<file path="src/hdl/pnrs_pkg.sv">
`default_nettype none

package pnrs_pkg;

  // Output image geometry: a power-of-two number of columns.
  localparam int OUT_COL_W   = 8;
  localparam int OUT_CNT_W   = OUT_COL_W + 1;
  localparam int OUT_LINE_W  = 8;
  localparam int OUT_ROWS    = 256;

  // Source frame registers.
  localparam int DIM_W = 12;
  localparam logic [DIM_W-1:0] COLS_RESET = 12'd320;
  localparam logic [DIM_W-1:0] ROWS_RESET = 12'd200;
  localparam logic [DIM_W-1:0] COLS_MIN   = 12'd4;
  localparam logic [DIM_W-1:0] ROWS_MIN   = 12'd1;
  localparam logic [DIM_W-1:0] TALL_LIMIT = 12'd256;

  // Horizontal phase runs in units of 1/(2*OUT_WIDTH) source columns.
  localparam int PHASE_SHIFT = OUT_COL_W + 1;
  localparam int PHASE_W     = 22;
  localparam int PHASE_Q_W   = PHASE_W - PHASE_SHIFT;

  // Vertical accumulator holds i*rows; its upper part is the source row.
  localparam int VACC_W    = 20;
  localparam int ROW_SHIFT = 8;

  // Palette.
  localparam int CH_W      = 8;
  localparam int RGB_W     = 3 * CH_W;
  localparam int PAL_DEPTH = 256;
  localparam int PAL_AW    = $clog2(PAL_DEPTH);

  // Register indexes and request actions.
  localparam logic REG_COLUMNS = 1'b0;
  localparam logic REG_ROWS    = 1'b1;
  localparam logic ACT_PALETTE = 1'b0;
  localparam logic ACT_PIXEL   = 1'b1;

  typedef struct packed {
    logic cfg_write;
    logic pal_write;
    logic pix_start;
    logic emit;
    logic finish;
  } cmd_t;

  typedef struct packed {
    logic hit;
    logic more;
  } status_t;

endpackage

`default_nettype wire

</file>
<file path="src/hdl/pnrs_ctrl.sv">
`default_nettype none

module pnrs_ctrl import pnrs_pkg::*; (
  input  wire logic    clk,
  input  wire logic    rst,
  input  wire logic    in_valid,
  output logic         in_stall,
  input  wire logic    action,
  output logic         out_valid,
  input  wire logic    out_stall,
  input  wire logic    cfg_valid,
  output logic         cfg_ready,
  input  wire status_t status,
  output cmd_t         cmd
);

  localparam logic ST_IDLE = 1'b0;
  localparam logic ST_RUN  = 1'b1;

  logic state;
  logic state_next;
  logic out_valid_next;
  logic in_take;
  logic slot_free;

  assign in_stall  = (state != ST_IDLE);
  assign cfg_ready = (state == ST_IDLE);
  assign in_take   = in_valid && !in_stall;
  assign slot_free = !out_valid || !out_stall;

  always_comb begin
    cmd            = '0;
    state_next     = state;
    cmd.cfg_write  = cfg_valid && cfg_ready;
    case (state)
      ST_IDLE: begin
        cmd.pal_write = in_take && (action == ACT_PALETTE);
        cmd.pix_start = in_take && (action == ACT_PIXEL);
        if (cmd.pix_start) begin
          state_next = ST_RUN;
        end
      end
      ST_RUN: begin
        // Emit one result per cycle while the output slot is free; close the
        // request on its last result, or at once when nothing is emitted.
        cmd.emit   = status.hit && slot_free;
        cmd.finish = !status.hit || (cmd.emit && !status.more);
        if (cmd.finish) begin
          state_next = ST_IDLE;
        end
      end
      default: begin
        state_next = ST_IDLE;
      end
    endcase
  end

  always_comb begin
    out_valid_next = out_valid;
    if (cmd.emit) begin
      out_valid_next = 1'b1;
    end else if (!out_stall) begin
      out_valid_next = 1'b0;
    end
  end

  always_ff @(posedge clk) begin
    if (rst) begin
      state     <= ST_IDLE;
      out_valid <= 1'b0;
    end else begin
      state     <= state_next;
      out_valid <= out_valid_next;
    end
  end

endmodule

`default_nettype wire

</file>
<file path="config.mk">
export PLATFORM = sky130hd
export DESIGN_NAME = pnrs_ctrl
export DESIGN_NICKNAME = d
export VERILOG_FILES = /design/src/hdl/pnrs_pkg.sv /design/src/hdl/pnrs_ctrl.sv
export SDC_FILE = /design/constraint.sdc
export NUM_CORES = 1
export LEC_CHECK = 0
export BUFFER_PORTS_ARGS = -buffer_cell sky130_fd_sc_hd__buf_2
export CAP_MARGIN = 20
export CORE_AREA = 2 2 39 41
export CTS_CLUSTER_DIAMETER = 60
export DETAILED_ROUTE_END_ITERATION = 16
export DIE_AREA = 0 0 41 43
export PLACE_DENSITY = 0.36
export SLEW_MARGIN = 25
export SYNTH_ARGS = -nofsm -noshare
export SYNTH_HDL_FRONTEND = slang
export SYNTH_SLANG_ARGS = --single-unit
</file>
<file path="constraint.sdc">
create_clock -name clk -period 2.8 [get_ports clk]
set_clock_uncertainty 0.15 [all_clocks]
set_input_delay 0.28 -clock clk [delete_from_list [all_inputs] [get_ports clk]]
set_output_delay 0.28 -clock clk [all_outputs]
set_load 0.02 [all_outputs]
</file>
==> results of run 1 <==
-- metal layers --
| layer | wire length [µm] | vias up |
|---|---|---|
| li1 | - | 90 |
| met1 | 244 | 62 |
| met2 | 110 | 15 |
| met3 | 112 | 0 |
| met4 | 0 | 0 |
| met5 | 0 | - |
-- power by group through the flow --
stage | registers [mW] | clock network (mW) | logic (mW)
4_1_cts | 0.0314 | 0.0685 | 0.0257
6_report | 0.0314 | 0.0635 | 0.0257
2_1_floorplan | 0.0328 | 0 | 0.0127
3_3_place_gp | 0.0317 | 0 | 0.0257
3_5_place_dp | 0.0318 | 0 | 0.0256
5_1_grt | 0.0319 | 0.0750 | 0.0278
-- cell type report --
class / count / area [µm²] / share of cell area, %
Timing Repair Buffer: 15 / 75.1 / 31.4
Inverter: 2 / 7.51 / 3.14
Tap cell: 16 / 20.0 / 8.38
Sequential cell: 2 / 40.0 / 16.8
Multi-Input combinational cell: 11 / 73.8 / 30.9
Clock buffer: 3 / 22.5 / 9.42
-- worst min-delay path by stage --
| stage | from | to | slack, ps | cells after the start |
|---|---|---|---|---|
| floorplan | rst | out_valid | 200 | 1 |
| global placement | rst | out_valid | 320 | 2 |
| detailed placement | out_valid | out_valid | 320 | 2 |
| CTS | rst | out_valid | 90 | 2 |
| global route | rst | out_valid | 90 | 2 |
| finish | rst | out_valid | 100 | 2 |
-- sequential cells by signal, summed over array words and instances (netlist names) --
register,count
in_stall,1
out_valid,1
-- worst register-to-register path, cell delays in order, from the launching register on --
cell	delay (ps)
dfxtp_1	410
and3b_1	220
a22o_1	220
-- placed cells by master, fill, tap and decap left out --
cell,instances
a21o_1,1
a21oi_1,3
a22o_1,1
and2b_2,1
and3b_1,1
and3b_2,1
buf_2,15
clkbuf_4,3
dfxtp_1,2
inv_1,2
nand2_1,2
nor3b_1,1
-- stage by stage --
| stage | total power [mW] | util (%) |
|---|---|---|
| after floorplan | 0.0455 | - |
| after global placement | 0.0574 | 15.6 |
| after detailed placement | 0.0573 | 15.6 |
| after CTS | 0.126 | 17.3 |
| after global routing | 0.135 | 17.3 |
| final | 0.121 | 17.3 |
-- synthesized netlist by cell type, drive strengths merged --
library cell	n
and3b	2
dfxtp	2
a22o	1
and2b	1
buf	1
inv	2
nand2	2
a21o	1
a21oi	3
nor3b	1
-- logic make-up after synthesis --
logic type / after synthesis / synth area share (%)
compound gates: 5 / 24.3
simple gates: 6 / 33.0
flops: 2 / 31.1
buf+inv: 3 / 11.7
==> results.md, run 1 <==
- Outcome: finished, final reports clean
- DRC marker count from the first detailed-route iteration: 6
- Post-CTS setup buffers: 0
- Ys Warns: 0
- Antenna-violating nets left: 0
- WP depth: 3
- Setup crit end: cmd[0]
- Starting density of the core: 9.31%
- Worst reg2reg setup slack: 1680 ps
- Port bufs: 15
- TritonCTS clock tree: built
- Peak supply drop: roughly 0.15 mV
- Final Hold Viols: 0
- Core area: between 1000 and 1500 µm²
- Sequential share of power: 26.0%
- Mapped Avg Cell Area: 8.05 µm²
- Clk pin slew, worst setup/hold paths: about 30 ps
- Seq/Total Area, Yosys: 31.1%
- Final Setup Violations: 0
- Crit end category: output port
- Die area: 1760 µm²
- Resize count post-CTS: 0
- R2R Path End: in_stall
- Worst path cell trace: a21o_1 -> a21oi_1 -> buf_2
- Clock power share: between 50% and 60%
- Worst setup SP type: flip-flop
- GR peak layer: met1
- Syn_nets: 24
- FF+latch count, synth: 2
- Switching part of the total power: 26.9%
- Setup repair after global routing missed its margin: false
- Vias in the first global route: 141
- Vias per std cell: around 3.4
- CP Max Fanout: 4
- Crit. Startpoint: out_valid
- Worst-Skew Late Latency: 220 ps
- Yosys top cell area share: 31.1%
- Setup WS post-layout: 1330 ps
- Critical path's largest stage delay: 320 ps
- Die span in x: 41 µm
- Initial antenna violation count: 0
- Die H: 43 µm
- WP buf/inv: 1
- Clock Path Buffers: 2
- Synth cell types: 11
- Hold-fix buffers, CTS: 0
- Synth area leader: dfxtp_1
- CTS Buf Count: 3
- CP Class: flip-flop to output port
- NetSw: about 32 µW
- Final WL: around 470 µm
- Hold crit path type: input pin to flip-flop
- CP arrival: approximately 1000 ps
- Fraction of layout cells with a size suffix above 1: 60.6%
- Worst rel slew slack: ~87%
- CP required: about 2400 ps
- Power Internal: between 80 and 90 µW
- Placed Area: roughly 220 µm²
- Synthesized area: about 130 µm²
- Tightest Pin Transition: around 200 ps
- Final std cells w/o fill: a little under 50
- Largest net degree at the start of global routing: 8
- Fin crit share: 52.6%
- Hold WS: 103 ps
- Setup_tns: 0 ps
- Achievable Freq: between 600 and 700 MHz
- Post-Synthesis Cells: 16
- CP top delay family: compound AO/OA/AOI/OAI gates
- Cell total after placement: 46
- Slew Viols, Final: 0
- Clk root buf: clkbuf_4
- Post-DP HPWL: about 370 µm
- Met3 Usage GRT: under 10%
- Worst reg2reg path startpoint: in_stall
- Pre-CTS setup slack: 1470 ps
- Fillers: approximately 160
- First-pass GRT wire length: around 710 µm
- Antenna diodes: 0
- M1 GR Usage: 9.55%
- Crit-path slowest cell: dfxtp_1
- DR WL/cell: 9.53 µm
- # DRC: 0
- Final #Nets: 43
- Site Rows: 14
- PwrDens: 505 nW/µm²
- Max Cap Viol: 0
- Combinational Power Share: 21.3%
- Detailed-route via count: 167
- Met2 global-route usage: 5.31%
- Largest cells by area after synthesis: dfxtp_1 (31%), a21oi_1 (12%), and3b_2 (7.8%)
- Top Ports: 16
- Min Tclk post-route: 1470 ps
- Htree depth: 1
- Leakage: about 0.14 nW
- Worst r2r path cells: 2
- Total grt overflow: 0
- Routability cong.: 0.594
- Pre-antenna DRT Iters: 4
- CTS Sinks: 2
- Area growth syn-to-layout: 85.4%
- Finished Cell Area: roughly 240 µm²
- Aggregate global-route resource usage: 7.11%
Power figures use the tool's default switching activity.
==> run 2: changes to the inputs <==
--- a/config.mk
+++ b/config.mk
@@ -5,6 +5,7 @@
 export SDC_FILE = /design/constraint.sdc
 export NUM_CORES = 1
 export LEC_CHECK = 0
+export ABC_AREA = 1
 export BUFFER_PORTS_ARGS = -buffer_cell sky130_fd_sc_hd__buf_2
 export CAP_MARGIN = 20
 export CORE_AREA = 2 2 39 41
==> constraint.sdc (replaced) <==
create_clock -name clk -period 1.4 [get_ports clk]
set_clock_uncertainty 0.15 [all_clocks]
set_input_delay 0.14 -clock clk [delete_from_list [all_inputs] [get_ports clk]]
set_output_delay 0.14 -clock clk [all_outputs]
set_load 0.02 [all_outputs]
==> results.md, run 2 <==
- Commonest cells in the netlist: nand2_1 (4), a21oi_1 (3), inv_1 (3)
- Leakage: between 0.1 and 0.15 nW
- Worst-Skew Late Latency: 220 ps
- Fin crit share: 92.0%
- DR WL/cell: 7.57 µm
- Syn_nets: 27
- Core area: 1380 µm²
- Ys Warns: 0
- PwrDens: 965 nW/µm²
- Final #Nets: 47
- Placed Area: approximately 220 µm²
- Antenna-violating nets left: 0
- Area growth syn-to-layout: 93.2%
- Min Tclk post-route: approximately 1300 ps
- R2R Path End: in_stall
- Clock Path Buffers: 2
- Pre-antenna DRT Iters: 2
- Async set or reset register ratio after synthesis: 0%
- Hold crit path type: input pin to flip-flop
- Crit end category: output port
- Final std cells w/o fill: 53
- Starting density of the core: 9.31%
- Final Hold Viols: 0
- Detailed-route via count: 176
- Largest net degree at the start of global routing: 6
- Site Rows: 14
- Die H: 43 µm
- Synthesized area: 129 µm²
- Routability cong.: 0.599
- Die span in x: 41 µm
- Total grt overflow: 0
- Fillers: roughly 160
- Worst r2r path cells: 4
- # DRC: 0
- Antenna diodes: 0
- Clk root buf: clkbuf_4
- Post-Synthesis Cells: 19
- Outcome: finished, final reports clean
- Cell total after placement: 49
- Yosys top cell area share: 31.1%
- Hold WS: 48.4 ps
- Number of synthesized flops with an enable pin: 0
- Main synth FF type: dfxtp_1
- Min-Delay Endpoint: in_stall
- Top Ports: 16
- Clk pin slew, worst setup/hold paths: 30 ps
- Seq/Total Area, Yosys: 31.1%
- CP required: ~1100 ps
- CP Max Fanout: 5
- Largest cells by area after synthesis: dfxtp_1 (31%), nand3_2 (16%), a21oi_1 (12%)
- Die area: 1760 µm²
- Mapped Avg Cell Area: 6.78 µm²
- Most common cell after layout, fill and taps aside: buf_2
- Tightest Pin Transition: approximately 180 ps
- Max Cap Viol: 0
- Initial antenna violation count: 0
- Setup_tns: 0 ps
- Slew Viols, Final: 0
- CP arrival: 1000 ps
- First-pass GRT wire length: 517 µm
- Synth area leader: dfxtp_1
- Synth cell types: 9
- Finished Cell Area: 249 µm²
- Achievable Freq: 776 MHz
- Hold-critical path depth: 3
- Hold Startpoint: status[1]
- CTS Sinks: 2
- Post-CTS setup buffers: 0
- Post-DP HPWL: 345 µm
- Highest-count cells in the layout ignoring fill and taps: buf_2 (15), nand2_1 (4), a21oi_1 (3), inv_1 (3), clkbuf_4 (3)
- FF+latch count, synth: 2
- Htree depth: 1
- Setup repair after global routing missed its margin: false
- Resize count post-CTS: 0
- CTS Buf Count: 3
- Register area: about 40 µm²
- CP Class: flip-flop to output port
- Worst reg2reg setup slack: 500 ps
- Vias in the first global route: 136
- Vias per std cell: about 3.3
- Aggregate global-route resource usage: under 10%
- TritonCTS clock tree: built
- Peak supply drop: 0.238 mV
- Fraction of layout cells with a size suffix above 1: 59.5%
- Worst setup SP type: flip-flop
- Total power: 240 µW
- Most common cell in the netlist: nand2_1
- Worst reg2reg path startpoint: out_valid
- Final WL: 401 µm
- Final Setup Violations: 0
- Worst rel slew slack: 88.3%
- Port bufs: 15
- Multi-input gate area: 66.3 µm²
- DRC marker count from the first detailed-route iteration: 1
[run 2: changes by cell type after synthesis, sizes merged]
cell | previous run | this run
a22o | 1 | 0
and3b | 2 | 0
nor3b | 1 | 0
a21oi | 3 | 4
nor2 | 0 | 2
nand2 | 2 | 4
inv | 2 | 4
a21o | 1 | 0
nand3 | 0 | 2
and2b | 1 | 0
[run 2: power breakdown]
group	internal, mW	switching, mW
sequential	0.0597	0.00238
combinational	0.0216	0.0314
clock	0.0944	0.0308
[run 2: layer usage]
layer  global-route usage, %  wire [µm]  vias up
met5                       0          0        -
met4                    8.00          0        0
met3                    3.14         31        0
met2                    5.63        188        8
met1                    4.79        180       73
li1                        -          -       95
[run 2: worst max-delay path by stage]
| stage | from | end | cells past startpoint |
|---|---|---|---|
| final | in_stall | cmd[1] | 3 |
| after global routing | in_stall | cmd[3] | 4 |
| after detailed placement | in_stall | cmd[1] | 3 |
| after global placement | in_stall | cmd[1] | 3 |
| after CTS | in_stall | cmd[1] | 3 |
| after floorplan | in_stall | cmd[0] | 2 |
[run 2: final cells by class]
| class | count | area share [%] |
|---|---|---|
| inverters | 4 | 6.03 |
| well taps | 16 | 8.04 |
| flip-flops and latches | 2 | 16.1 |
| repair buffers | 16 | 34.2 |
| multi-input cells | 12 | 26.6 |
| clock buffers | 3 | 9.05 |
[run 2: cells by family (layout without fill, tap and decap cells)]
logic type | Yosys count | in the layout | synth area share (%)
AND/OR/NAND/NOR | 8 | 8 | 33.0
buffers and inverters | 5 | 23 | 17.5
AO/OA/AOI/OAI | 4 | 4 | 18.4
flip-flops | 2 | 2 | 31.1
[run 2: repair_timing]
action | CTS | global route
setup endpoints to repair | 0 | 0
hold endpoints to repair | 2 | 0
hold buffers | 1 | 0
[run 2: per-stage QoR]
stage          utilization [%]  worst slack, ps
6_report                  18.0              112
4_1_cts                   18.0             89.3
2_1_floorplan                -             96.2
5_1_grt                   18.0             48.7
3_5_place_dp              15.6              331
3_3_place_gp              15.6              340
[run 2: worst max-delay path: stages, from the launching register on]
cell	delay (ps)
dfxtp_1	390
nand2_1	100
a21oi_1	110
buf_2	170
